### src/sv/ax25tnc_pkg.sv
// Shared types, codes and helpers for the AX.25 to TNC2 monitor decoder.
// Used by the controller, the datapath and the top level; no dependencies.
`default_nettype none

package ax25tnc_pkg;

  // Frame parse phases
  typedef enum logic [2:0] {
    PH_ADDR    = 3'd0,
    PH_CTRL    = 3'd1,
    PH_PID     = 3'd2,
    PH_PAYLOAD = 3'd3,
    PH_DISCARD = 3'd4
  } phase_e;

  // Controller states: take input beats, or walk the header text
  typedef enum logic [2:0] {
    ST_IDLE  = 3'd0,
    ST_SRC   = 3'd1,
    ST_GT    = 3'd2,
    ST_DST   = 3'd3,
    ST_COLON = 3'd4
  } state_e;

  // What the output register loads
  typedef enum logic [2:0] {
    OUT_REJ      = 3'd0,
    OUT_BYTE     = 3'd1,
    OUT_SRC_CHAR = 3'd2,
    OUT_DST_CHAR = 3'd3,
    OUT_GT       = 3'd4,
    OUT_COLON    = 3'd5
  } out_kind_e;

  // Text slots of one address: callsign bytes 0..5, then the SSID suffix
  localparam logic [3:0] SLOT_DASH  = 4'd6;
  localparam logic [3:0] SLOT_ONE   = 4'd7;
  localparam logic [3:0] SLOT_DIGIT = 4'd8;
  localparam logic [3:0] SLOT_DONE  = 4'd9;

  localparam logic [7:0] CHAR_DASH  = 8'h2D;
  localparam logic [7:0] CHAR_ONE   = 8'h31;
  localparam logic [7:0] CHAR_ZERO  = 8'h30;
  localparam logic [7:0] CHAR_GT    = 8'h3E;
  localparam logic [7:0] CHAR_COLON = 8'h3A;

  localparam logic [3:0] SSID_TEN = 4'd10;

  typedef logic [6:0][7:0] field_t;

  typedef struct packed {
    logic [3:0] first;     // first slot to emit, SLOT_DONE when nothing
    logic [2:0] hi;        // last callsign slot kept after trimming
    logic       ssid_nz;
    logic       ssid_ge10;
  } field_info_t;

  typedef struct packed {
    logic       wr_dest;
    logic       wr_src;
    logic [2:0] wr_idx;
    logic       out_load;
    out_kind_e  out_kind;
    logic [3:0] out_slot;
    logic       out_last;
  } dp_cmd_t;

  typedef struct packed {
    logic        out_free;
    field_info_t src_info;
    field_info_t dst_info;
  } dp_stat_t;

  function automatic logic is_ws(input logic [7:0] c);
    return (c == 8'h20) || ((c >= 8'h09) && (c <= 8'h0D));
  endfunction

  // Trim bounds and SSID flags of one stored address field
  function automatic field_info_t field_info(input field_t f);
    field_info_t info;
    logic [5:0]  ws;
    logic [2:0]  lo;
    logic [2:0]  hi;
    logic [3:0]  ssid;
    lo = 3'd6;
    hi = 3'd0;
    for (int i = 0; i < 6; i++) begin
      ws[i] = is_ws({1'b0, f[i][7:1]});
    end
    for (int i = 5; i >= 0; i--) begin
      if (!ws[i]) lo = 3'(i);
    end
    for (int i = 0; i < 6; i++) begin
      if (!ws[i]) hi = 3'(i);
    end
    ssid           = f[6][4:1];
    info.ssid_nz   = (ssid != 4'd0);
    info.ssid_ge10 = (ssid >= SSID_TEN);
    info.hi        = hi;
    if (!(&ws)) begin
      info.first = {1'b0, lo};
    end else begin
      info.first = info.ssid_nz ? SLOT_DASH : SLOT_DONE;
    end
    return info;
  endfunction

endpackage

`default_nettype wire

### src/sv/ax25tnc_dp.sv
// Datapath of the AX.25 to TNC2 decoder: address field store, trim logic,
// character select and the output register. Depends on ax25tnc_pkg.
`default_nettype none

module ax25tnc_dp (
  input  wire logic               clk_i,
  input  wire logic               rst_ni,
  input  wire logic [7:0]         frame_byte_i,
  input  wire ax25tnc_pkg::dp_cmd_t  cmd_i,
  output ax25tnc_pkg::dp_stat_t   stat_o,
  input  wire logic               m_ready_i,
  output logic                    m_valid_o,
  output logic [7:0]              m_char_o,
  output logic                    m_last_o,
  output logic                    m_rej_o
);
  import ax25tnc_pkg::*;

  field_t      dest_q;
  field_t      src_q;
  field_info_t src_info;
  field_info_t dst_info;
  logic        out_valid_q;
  logic [7:0]  char_q;
  logic        last_q;
  logic        rej_q;
  logic [7:0]  char_d;
  logic        rej_d;

  function automatic logic [7:0] field_char(input field_t f, input field_info_t info,
                                            input logic [3:0] slot);
    logic [3:0] digit;
    logic [7:0] c;
    digit = info.ssid_ge10 ? (f[6][4:1] - SSID_TEN) : f[6][4:1];
    case (slot)
      SLOT_DASH:  c = CHAR_DASH;
      SLOT_ONE:   c = CHAR_ONE;
      SLOT_DIGIT: c = CHAR_ZERO + {4'd0, digit};
      default: begin
        if (slot < SLOT_DASH) c = {1'b0, f[slot[2:0]][7:1]};
        else                  c = 8'd0;
      end
    endcase
    return c;
  endfunction

  assign src_info = field_info(src_q);
  assign dst_info = field_info(dest_q);

  assign stat_o.out_free = !out_valid_q || m_ready_i;
  assign stat_o.src_info = src_info;
  assign stat_o.dst_info = dst_info;

  // Store address bytes
  always_ff @(posedge clk_i) begin
    if (cmd_i.wr_dest) dest_q[cmd_i.wr_idx] <= frame_byte_i;
    if (cmd_i.wr_src)  src_q[cmd_i.wr_idx]  <= frame_byte_i;
  end

  always_comb begin
    rej_d = 1'b0;
    unique case (cmd_i.out_kind)
      OUT_REJ: begin
        char_d = 8'd0;
        rej_d  = 1'b1;
      end
      OUT_BYTE:     char_d = frame_byte_i;
      OUT_SRC_CHAR: char_d = field_char(src_q, src_info, cmd_i.out_slot);
      OUT_DST_CHAR: char_d = field_char(dest_q, dst_info, cmd_i.out_slot);
      OUT_GT:       char_d = CHAR_GT;
      OUT_COLON:    char_d = CHAR_COLON;
      default:      char_d = 8'd0;
    endcase
  end

  always_ff @(posedge clk_i or negedge rst_ni) begin
    if (!rst_ni) begin
      out_valid_q <= 1'b0;
    end else if (cmd_i.out_load) begin
      out_valid_q <= 1'b1;
    end else if (m_ready_i) begin
      out_valid_q <= 1'b0;
    end
  end

  always_ff @(posedge clk_i) begin
    if (cmd_i.out_load) begin
      char_q <= char_d;
      last_q <= cmd_i.out_last;
      rej_q  <= rej_d;
    end
  end

  assign m_valid_o = out_valid_q;
  assign m_char_o  = char_q;
  assign m_last_o  = last_q;
  assign m_rej_o   = rej_q;

endmodule

`default_nettype wire

### src/sv/ax25tnc_ctrl.sv
// Controller of the AX.25 to TNC2 decoder: frame parse phases, address
// counters and the header walk sequencer. Depends on ax25tnc_pkg.
`default_nettype none

module ax25tnc_ctrl (
  input  wire logic                  clk_i,
  input  wire logic                  rst_ni,
  input  wire logic                  s_valid_i,
  output logic                       s_ready_o,
  input  wire logic                  frame_bit0_i,
  input  wire logic                  frame_end_i,
  input  wire ax25tnc_pkg::dp_stat_t stat_i,
  output ax25tnc_pkg::dp_cmd_t       cmd_o
);
  import ax25tnc_pkg::*;

  state_e     state_q, state_d;
  phase_e     phase_q, phase_d;
  logic [2:0] gp_q, gp_d;
  logic [1:0] ac_q, ac_d;
  logic [1:0] ac_inc;
  logic [3:0] slot_q, slot_d;
  logic       hdr_last_q, hdr_last_d;

  function automatic logic [3:0] next_slot(input logic [3:0] slot, input field_info_t info);
    logic [3:0] n;
    if (slot < {1'b0, info.hi}) begin
      n = slot + 4'd1;
    end else if (slot < SLOT_DASH) begin
      n = info.ssid_nz ? SLOT_DASH : SLOT_DONE;
    end else if (slot == SLOT_DASH) begin
      n = info.ssid_ge10 ? SLOT_ONE : SLOT_DIGIT;
    end else if (slot == SLOT_ONE) begin
      n = SLOT_DIGIT;
    end else begin
      n = SLOT_DONE;
    end
    return n;
  endfunction

  always_ff @(posedge clk_i or negedge rst_ni) begin
    if (!rst_ni) begin
      state_q    <= ST_IDLE;
      phase_q    <= PH_ADDR;
      gp_q       <= 3'd0;
      ac_q       <= 2'd0;
      slot_q     <= SLOT_DONE;
      hdr_last_q <= 1'b0;
    end else begin
      state_q    <= state_d;
      phase_q    <= phase_d;
      gp_q       <= gp_d;
      ac_q       <= ac_d;
      slot_q     <= slot_d;
      hdr_last_q <= hdr_last_d;
    end
  end

  always_comb begin
    state_d    = state_q;
    phase_d    = phase_q;
    gp_d       = gp_q;
    ac_d       = ac_q;
    slot_d     = slot_q;
    hdr_last_d = hdr_last_q;
    ac_inc     = (ac_q < 2'd3) ? (ac_q + 2'd1) : ac_q;
    s_ready_o  = 1'b0;
    cmd_o          = '0;
    cmd_o.out_kind = OUT_REJ;
    cmd_o.out_slot = slot_q;
    cmd_o.wr_idx   = gp_q;

    unique case (state_q)
      ST_IDLE: begin
        s_ready_o = stat_i.out_free;
        if (s_valid_i && stat_i.out_free) begin
          unique case (phase_q)
            PH_ADDR: begin
              cmd_o.wr_dest = (ac_q == 2'd0);
              cmd_o.wr_src  = (ac_q == 2'd1);
              if (gp_q >= 3'd6) begin
                gp_d = 3'd0;
                ac_d = ac_inc;
                if (frame_bit0_i) phase_d = (ac_inc >= 2'd2) ? PH_CTRL : PH_DISCARD;
              end else begin
                gp_d = gp_q + 3'd1;
              end
              cmd_o.out_load = frame_end_i;
              cmd_o.out_last = 1'b1;
            end
            PH_CTRL: begin
              phase_d        = PH_PID;
              cmd_o.out_load = frame_end_i;
              cmd_o.out_last = 1'b1;
            end
            PH_PID: begin
              phase_d    = PH_PAYLOAD;
              state_d    = ST_SRC;
              slot_d     = stat_i.src_info.first;
              hdr_last_d = frame_end_i;
            end
            PH_PAYLOAD: begin
              cmd_o.out_load = 1'b1;
              cmd_o.out_kind = OUT_BYTE;
              cmd_o.out_last = frame_end_i;
            end
            default: begin
              cmd_o.out_load = frame_end_i;
              cmd_o.out_last = 1'b1;
            end
          endcase
          // Return to the address phase after any last byte
          if (frame_end_i) begin
            phase_d = PH_ADDR;
            gp_d    = 3'd0;
            ac_d    = 2'd0;
          end
        end
      end
      ST_SRC: begin
        if (slot_q == SLOT_DONE) begin
          state_d = ST_GT;
        end else if (stat_i.out_free) begin
          cmd_o.out_load = 1'b1;
          cmd_o.out_kind = OUT_SRC_CHAR;
          slot_d         = next_slot(slot_q, stat_i.src_info);
        end
      end
      ST_GT: begin
        if (stat_i.out_free) begin
          cmd_o.out_load = 1'b1;
          cmd_o.out_kind = OUT_GT;
          slot_d         = stat_i.dst_info.first;
          state_d        = ST_DST;
        end
      end
      ST_DST: begin
        if (slot_q == SLOT_DONE) begin
          state_d = ST_COLON;
        end else if (stat_i.out_free) begin
          cmd_o.out_load = 1'b1;
          cmd_o.out_kind = OUT_DST_CHAR;
          slot_d         = next_slot(slot_q, stat_i.dst_info);
        end
      end
      ST_COLON: begin
        if (stat_i.out_free) begin
          cmd_o.out_load = 1'b1;
          cmd_o.out_kind = OUT_COLON;
          cmd_o.out_last = hdr_last_q;
          state_d        = ST_IDLE;
        end
      end
      default: state_d = ST_IDLE;
    endcase
  end

endmodule

`default_nettype wire

### src/sv/ax25_to_tnc2_monitor_decoder_top.sv
// AX.25 frame to TNC2 monitor text decoder, top level.
// Depends on ax25tnc_pkg, ax25tnc_ctrl and ax25tnc_dp.
//
// Usage:
// - Slave stream: one AX.25 frame byte per beat on s_axis_tdata_i, with
//   s_axis_tlast_i high on the last byte of the frame.
// - Master stream: one text character per beat on m_axis_tdata_o; tlast
//   marks the final character of a frame's line, tuser marks a rejected
//   frame (a single beat with data 0 and tlast set).
// - Address, control and discarded bytes give no beat, except a last byte
//   of a malformed frame, which gives the reject.
// - Payload bytes pass through, each shown in the cycle after it is taken, one per cycle while the receiver keeps up.
// - On the PID byte the header "SRC>DEST:" (up to 20 characters) is emitted
//   from the stored address fields, one character at a time, while input
//   is held off; the header walk is set by the controller's slot
//   sequencer.
// - A single output register parts the two sides; a new byte is taken when
//   the register is empty or being read in the same cycle.
// - When the receiver stalls, hold the current beat; the header walk and
//   input acceptance stop until the beat is taken.
// - Reset clears the parse phase, counters and the output valid; stored
//   address bytes are only read after being written within a frame.
`default_nettype none

module ax25_to_tnc2_monitor_decoder_top (
  input  wire logic       clk_i,
  input  wire logic       rst_ni,
  input  wire logic       s_axis_tvalid_i,
  output logic            s_axis_tready_o,
  input  wire logic [7:0] s_axis_tdata_i,   // [7:0] frame_byte
  input  wire logic       s_axis_tlast_i,   // frame_end
  output logic            m_axis_tvalid_o,
  input  wire logic       m_axis_tready_i,
  output logic [7:0]      m_axis_tdata_o,   // [7:0] text_char
  output logic            m_axis_tlast_o,   // text_last
  output logic            m_axis_tuser_o    // rejected
);
  import ax25tnc_pkg::*;

  dp_cmd_t  cmd;
  dp_stat_t stat;

  // Parse phases and header sequencing
  ax25tnc_ctrl u_ctrl (
    .clk_i        (clk_i),
    .rst_ni       (rst_ni),
    .s_valid_i    (s_axis_tvalid_i),
    .s_ready_o    (s_axis_tready_o),
    .frame_bit0_i (s_axis_tdata_i[0]),
    .frame_end_i  (s_axis_tlast_i),
    .stat_i       (stat),
    .cmd_o        (cmd)
  );

  // Address store, character build and output register
  ax25tnc_dp u_dp (
    .clk_i        (clk_i),
    .rst_ni       (rst_ni),
    .frame_byte_i (s_axis_tdata_i),
    .cmd_i        (cmd),
    .stat_o       (stat),
    .m_ready_i    (m_axis_tready_i),
    .m_valid_o    (m_axis_tvalid_o),
    .m_char_o     (m_axis_tdata_o),
    .m_last_o     (m_axis_tlast_o),
    .m_rej_o      (m_axis_tuser_o)
  );

endmodule

`default_nettype wire

### config.mk
export PLATFORM = sky130hd
export DESIGN_NAME = ax25_to_tnc2_monitor_decoder_top
export DESIGN_NICKNAME = d
export VERILOG_FILES = /design/src/sv/ax25tnc_pkg.sv /design/src/sv/ax25tnc_dp.sv /design/src/sv/ax25tnc_ctrl.sv /design/src/sv/ax25_to_tnc2_monitor_decoder_top.sv
export SDC_FILE = /design/constraint.sdc
export NUM_CORES = 1
export LEC_CHECK = 0
export BUFFER_PORTS_ARGS = -buffer_cell sky130_fd_sc_hd__buf_4
export CAP_MARGIN = 20
export CORE_MARGIN = 3
export CORE_UTILIZATION = 67
export DETAILED_ROUTE_END_ITERATION = 10
export PLACE_DENSITY = 0.85
export SLEW_MARGIN = 30
export SYNTH_ARGS = -nofsm -noshare
export SYNTH_HDL_FRONTEND = slang
export SYNTH_SLANG_ARGS = --single-unit
### constraint.sdc
create_clock -name clk_i -period 4.6 [get_ports clk_i]
set_input_delay 1.38 -clock clk_i [delete_from_list [all_inputs] [get_ports clk_i]]
set_output_delay 1.38 -clock clk_i [all_outputs]
set_load 0.05 [all_outputs]
==> impl_results.md <==
* Clock Skew at 12.6 ps
* HPWL after detailed placement at 12600 um
* Layout cell share with drive strength beyond 1 at 15.6%
* Maximum vdd drop at 0.412 mV
* Worst hold-check path type: flop to flop
* Pre-antenna DRT Iters at 6
* Netlist Area Pre-Place at 6640 sq um
* TritonCTS clock tree: done
* Syn nets at 604
* Leakage at 2.57 nW
* GPL Wtd Cong at 0.969
* Port-buffer cells at 24
* Area growth, synth to finish at 13.7%
* Slew @ Worst Pin at 925 ps
* Num ports at 25
* Outcome: finished, final reports clean
* Die footprint at 11100 sq um
* Die X at 106 um
* DR iter-0 viols at 859
* Crit path arrival time at 3880 ps
* RSZ-0062 raised after global routing: no
* Startpoint Class: flop
* Highest clock rate at 287 MHz
* Crit Path Max Fanout at 4
* CP endpoint kind: flop
* Main synth FF type: edfxtp_1
* Post-cts sizing count at 0
* Crit Path Class: flop to flop
* First-pass GRT wire length at 30800 um
* Drt drc at 0
* Fraction of registers with async set/reset at 13.8%
* Final setup viols at 0
* Power Density at 621 nW/um^2
* Setup Fix Bufs, Post-CTS at 0
* Slew Limit Fails at 0
* Min Tclk post-route at 3490 ps
* CTS root buffer: clkbuf_8
* Ys Warns at 0
* Core area at 9460 sq um
* Final hold vios at 0
* Relative slew slack at 37.9%
* Number of flops mapped to enable cells by yosys at 106
* Reg clk slew, reported paths at 70 ps
* Die Span Y at 106 um
* Remaining antenna violation count at 0
* CTS buffer count at 17
* Final setup TNS at 0 ps
* Initial antenna violation count at 0
* Pin count of the biggest net entering global routing at 33
* WL/cell at 26.4 um
* H-tree levels at 4
* Vias in the first global route at 5480
* WL final at 19800 um
* Most frequent cells in the layout: 106 x edfxtp_1, 48 x nor2_1, 45 x a21oi_1
* Pwr Total at 4.69 mW
* CTS max path bufs at 2
* Mean post-synth cell area at 11.4 sq um
* Critical path required time at 4990 ps
* CTS Hold Bufs at 0
* Synth Register Bits at 123
* Vias per std cell at 7.51
* Layout Utilization at 79.9%
* Number of fill cells in the layout at 536
* Commonest non-fill, non-tap cell in the layout: edfxtp_1
* Initial Util at 70.2%
* Site row count at 35
* Latest clock arrival within the worst-skew pair at 530 ps
* Diode count at 0
* Max-Cap Viols at 0
* Sequential cell area fraction in the yosys report at 54.4%
* GR Overflow Total at 0
* Vias after detailed routing at 5630
* Synth unique cells at 71
* Clk sinks at 123
* Period utilization at 75.9%
* Layout Nets at 631
* Cells after Synth at 581
* Global Route Usage Sum at 36.7%
report_power, final:
group | leakage (nW) | switching, mW | internal, mW | total, mW
Clock | 0.288 | 0.535 | 0.838 | 1.37
Combinational | 1.10 | 1.04 | 0.637 | 1.67
Sequential | 1.18 | 0.277 | 1.37 | 1.64
Total | 2.57 | 1.85 | 2.84 | 4.69
Yosys cell counts (all sizes together) (6+ instances only):
| cell | n | area, sq um |
|---|---|---|
| edfxtp | 106 | 3180 |
| nor2 | 49 | 186 |
| a21oi | 45 | 225 |
| nand2 | 43 | 161 |
| o21ai | 42 | 210 |
| nor3 | 18 | 90.1 |
| dfrtp | 15 | 375 |
| nor2b | 15 | 96.3 |
| or3 | 15 | 93.8 |
| inv | 14 | 52.6 |
| mux4 | 14 | 315 |
| nand2b | 14 | 87.6 |
| clkbuf | 13 | 48.8 |
| mux2i | 13 | 130 |
| o22ai | 12 | 88.8 |
| o211ai | 11 | 82.6 |
| buf | 10 | 45.0 |
| ha | 10 | 125 |
| nor4b | 10 | 87.6 |
| nand3 | 9 | 45.0 |
| a211oi | 7 | 52.6 |
| nand3b | 7 | 52.6 |
| nor4 | 6 | 43.8 |
through the flow:
step	instances	area (sq um)	setup slack (ps)	hold slack, ps
4_1_cts	750	7540	1160	512
3_5_place_dp	718	6940	734	497
5_1_grt	750	7550	1000	531
2_1_floorplan	581	6640	189	479
3_3_place_gp	718	6940	884	490
6_report	750	7550	1110	512
registers in the layout, summed over array words and instances, names as in the netlist:
register	flops
u_ctrl.ac_q	2
u_ctrl.gp_q	3
u_ctrl.hdr_last_q	1
u_ctrl.phase_q	3
u_ctrl.slot_q	4
u_ctrl.state_q	3
u_dp.dest_q	48
u_dp.m_char_o	8
u_dp.m_last_o	1
u_dp.m_rej_o	1
u_dp.m_valid_o	1
u_dp.src_q	48
area by class of cell:
class                      instances  area [sq um]  area share (%)
sequential                       123          3610            47.8
multi-input combinational        421          2900            38.3
clock buffer                      18           418            5.53
timing repair buffer              31           233            3.08
clock inverter                    14           180            2.39
tap                              129           161            2.14
inverter                          14          52.6           0.696
worst max-delay path, stage by stage, from the launching register on:
cell and delay [ps]:
edfxtp_1 440, or4b_4 570, a2111oi_4 410, nor2_2 100, nor2_1 190, nand2_1 80, ha_1 200, a211o_1 370
inv_1 80, o2111ai_1 110, o22ai_1 170, a21oi_1 80, a211oi_1 330, o2bb2ai_1 170, a21oi_1 60
final timing paths:
| kind | from | to | slack, ps | cells after the start |
|---|---|---|---|---|
| setup / recovery | u_dp.src_q[41]$_DFFE_PP_ | u_ctrl.slot_q[2]$_DFFE_PN0P_ | 1110 | 14 |
| max in group asynchronous | rst_ni | u_ctrl.slot_q[3]$_DFFE_PN1P_ | 3630 | 1 |
| hold / removal | u_ctrl.hdr_last_q$_DFFE_PN0P_ | u_ctrl.hdr_last_q$_DFFE_PN0P_ | 510 | 1 |
| min in group asynchronous | rst_ni | u_ctrl.state_q[1]$_DFFE_PN0P_ | 700 | 1 |
| setup reg to reg | u_dp.src_q[41]$_DFFE_PP_ | u_ctrl.slot_q[2]$_DFFE_PN0P_ | 1110 | 14 |
| hold reg to reg | u_ctrl.hdr_last_q$_DFFE_PN0P_ | u_ctrl.hdr_last_q$_DFFE_PN0P_ | 510 | 1 |
layer usage:
layer	global-route usage, %	vias up	wire length, um
li1	-	2333	-
met3	11.3	91	2460
met2	58.4	503	9290
met4	16.8	0	942
met1	46.5	2703	7100
met5	0	-	0
cell families (layout without fill, tap and decap cells):
| family | Yosys count | count (layout) | synth area share (%) |
|---|---|---|---|
| simple gates | 210 | 210 | 17.1 |
| mux | 30 | 30 | 7.21 |
| compound gates | 168 | 168 | 16.9 |
| buf+inv | 37 | 77 | 2.20 |
| xor+xnor | 3 | 3 | 0.396 |
| flops | 123 | 123 | 54.4 |
| fa+ha+maj | 10 | 10 | 1.88 |
No activity file was read; power rests on OpenSTA's default activity.
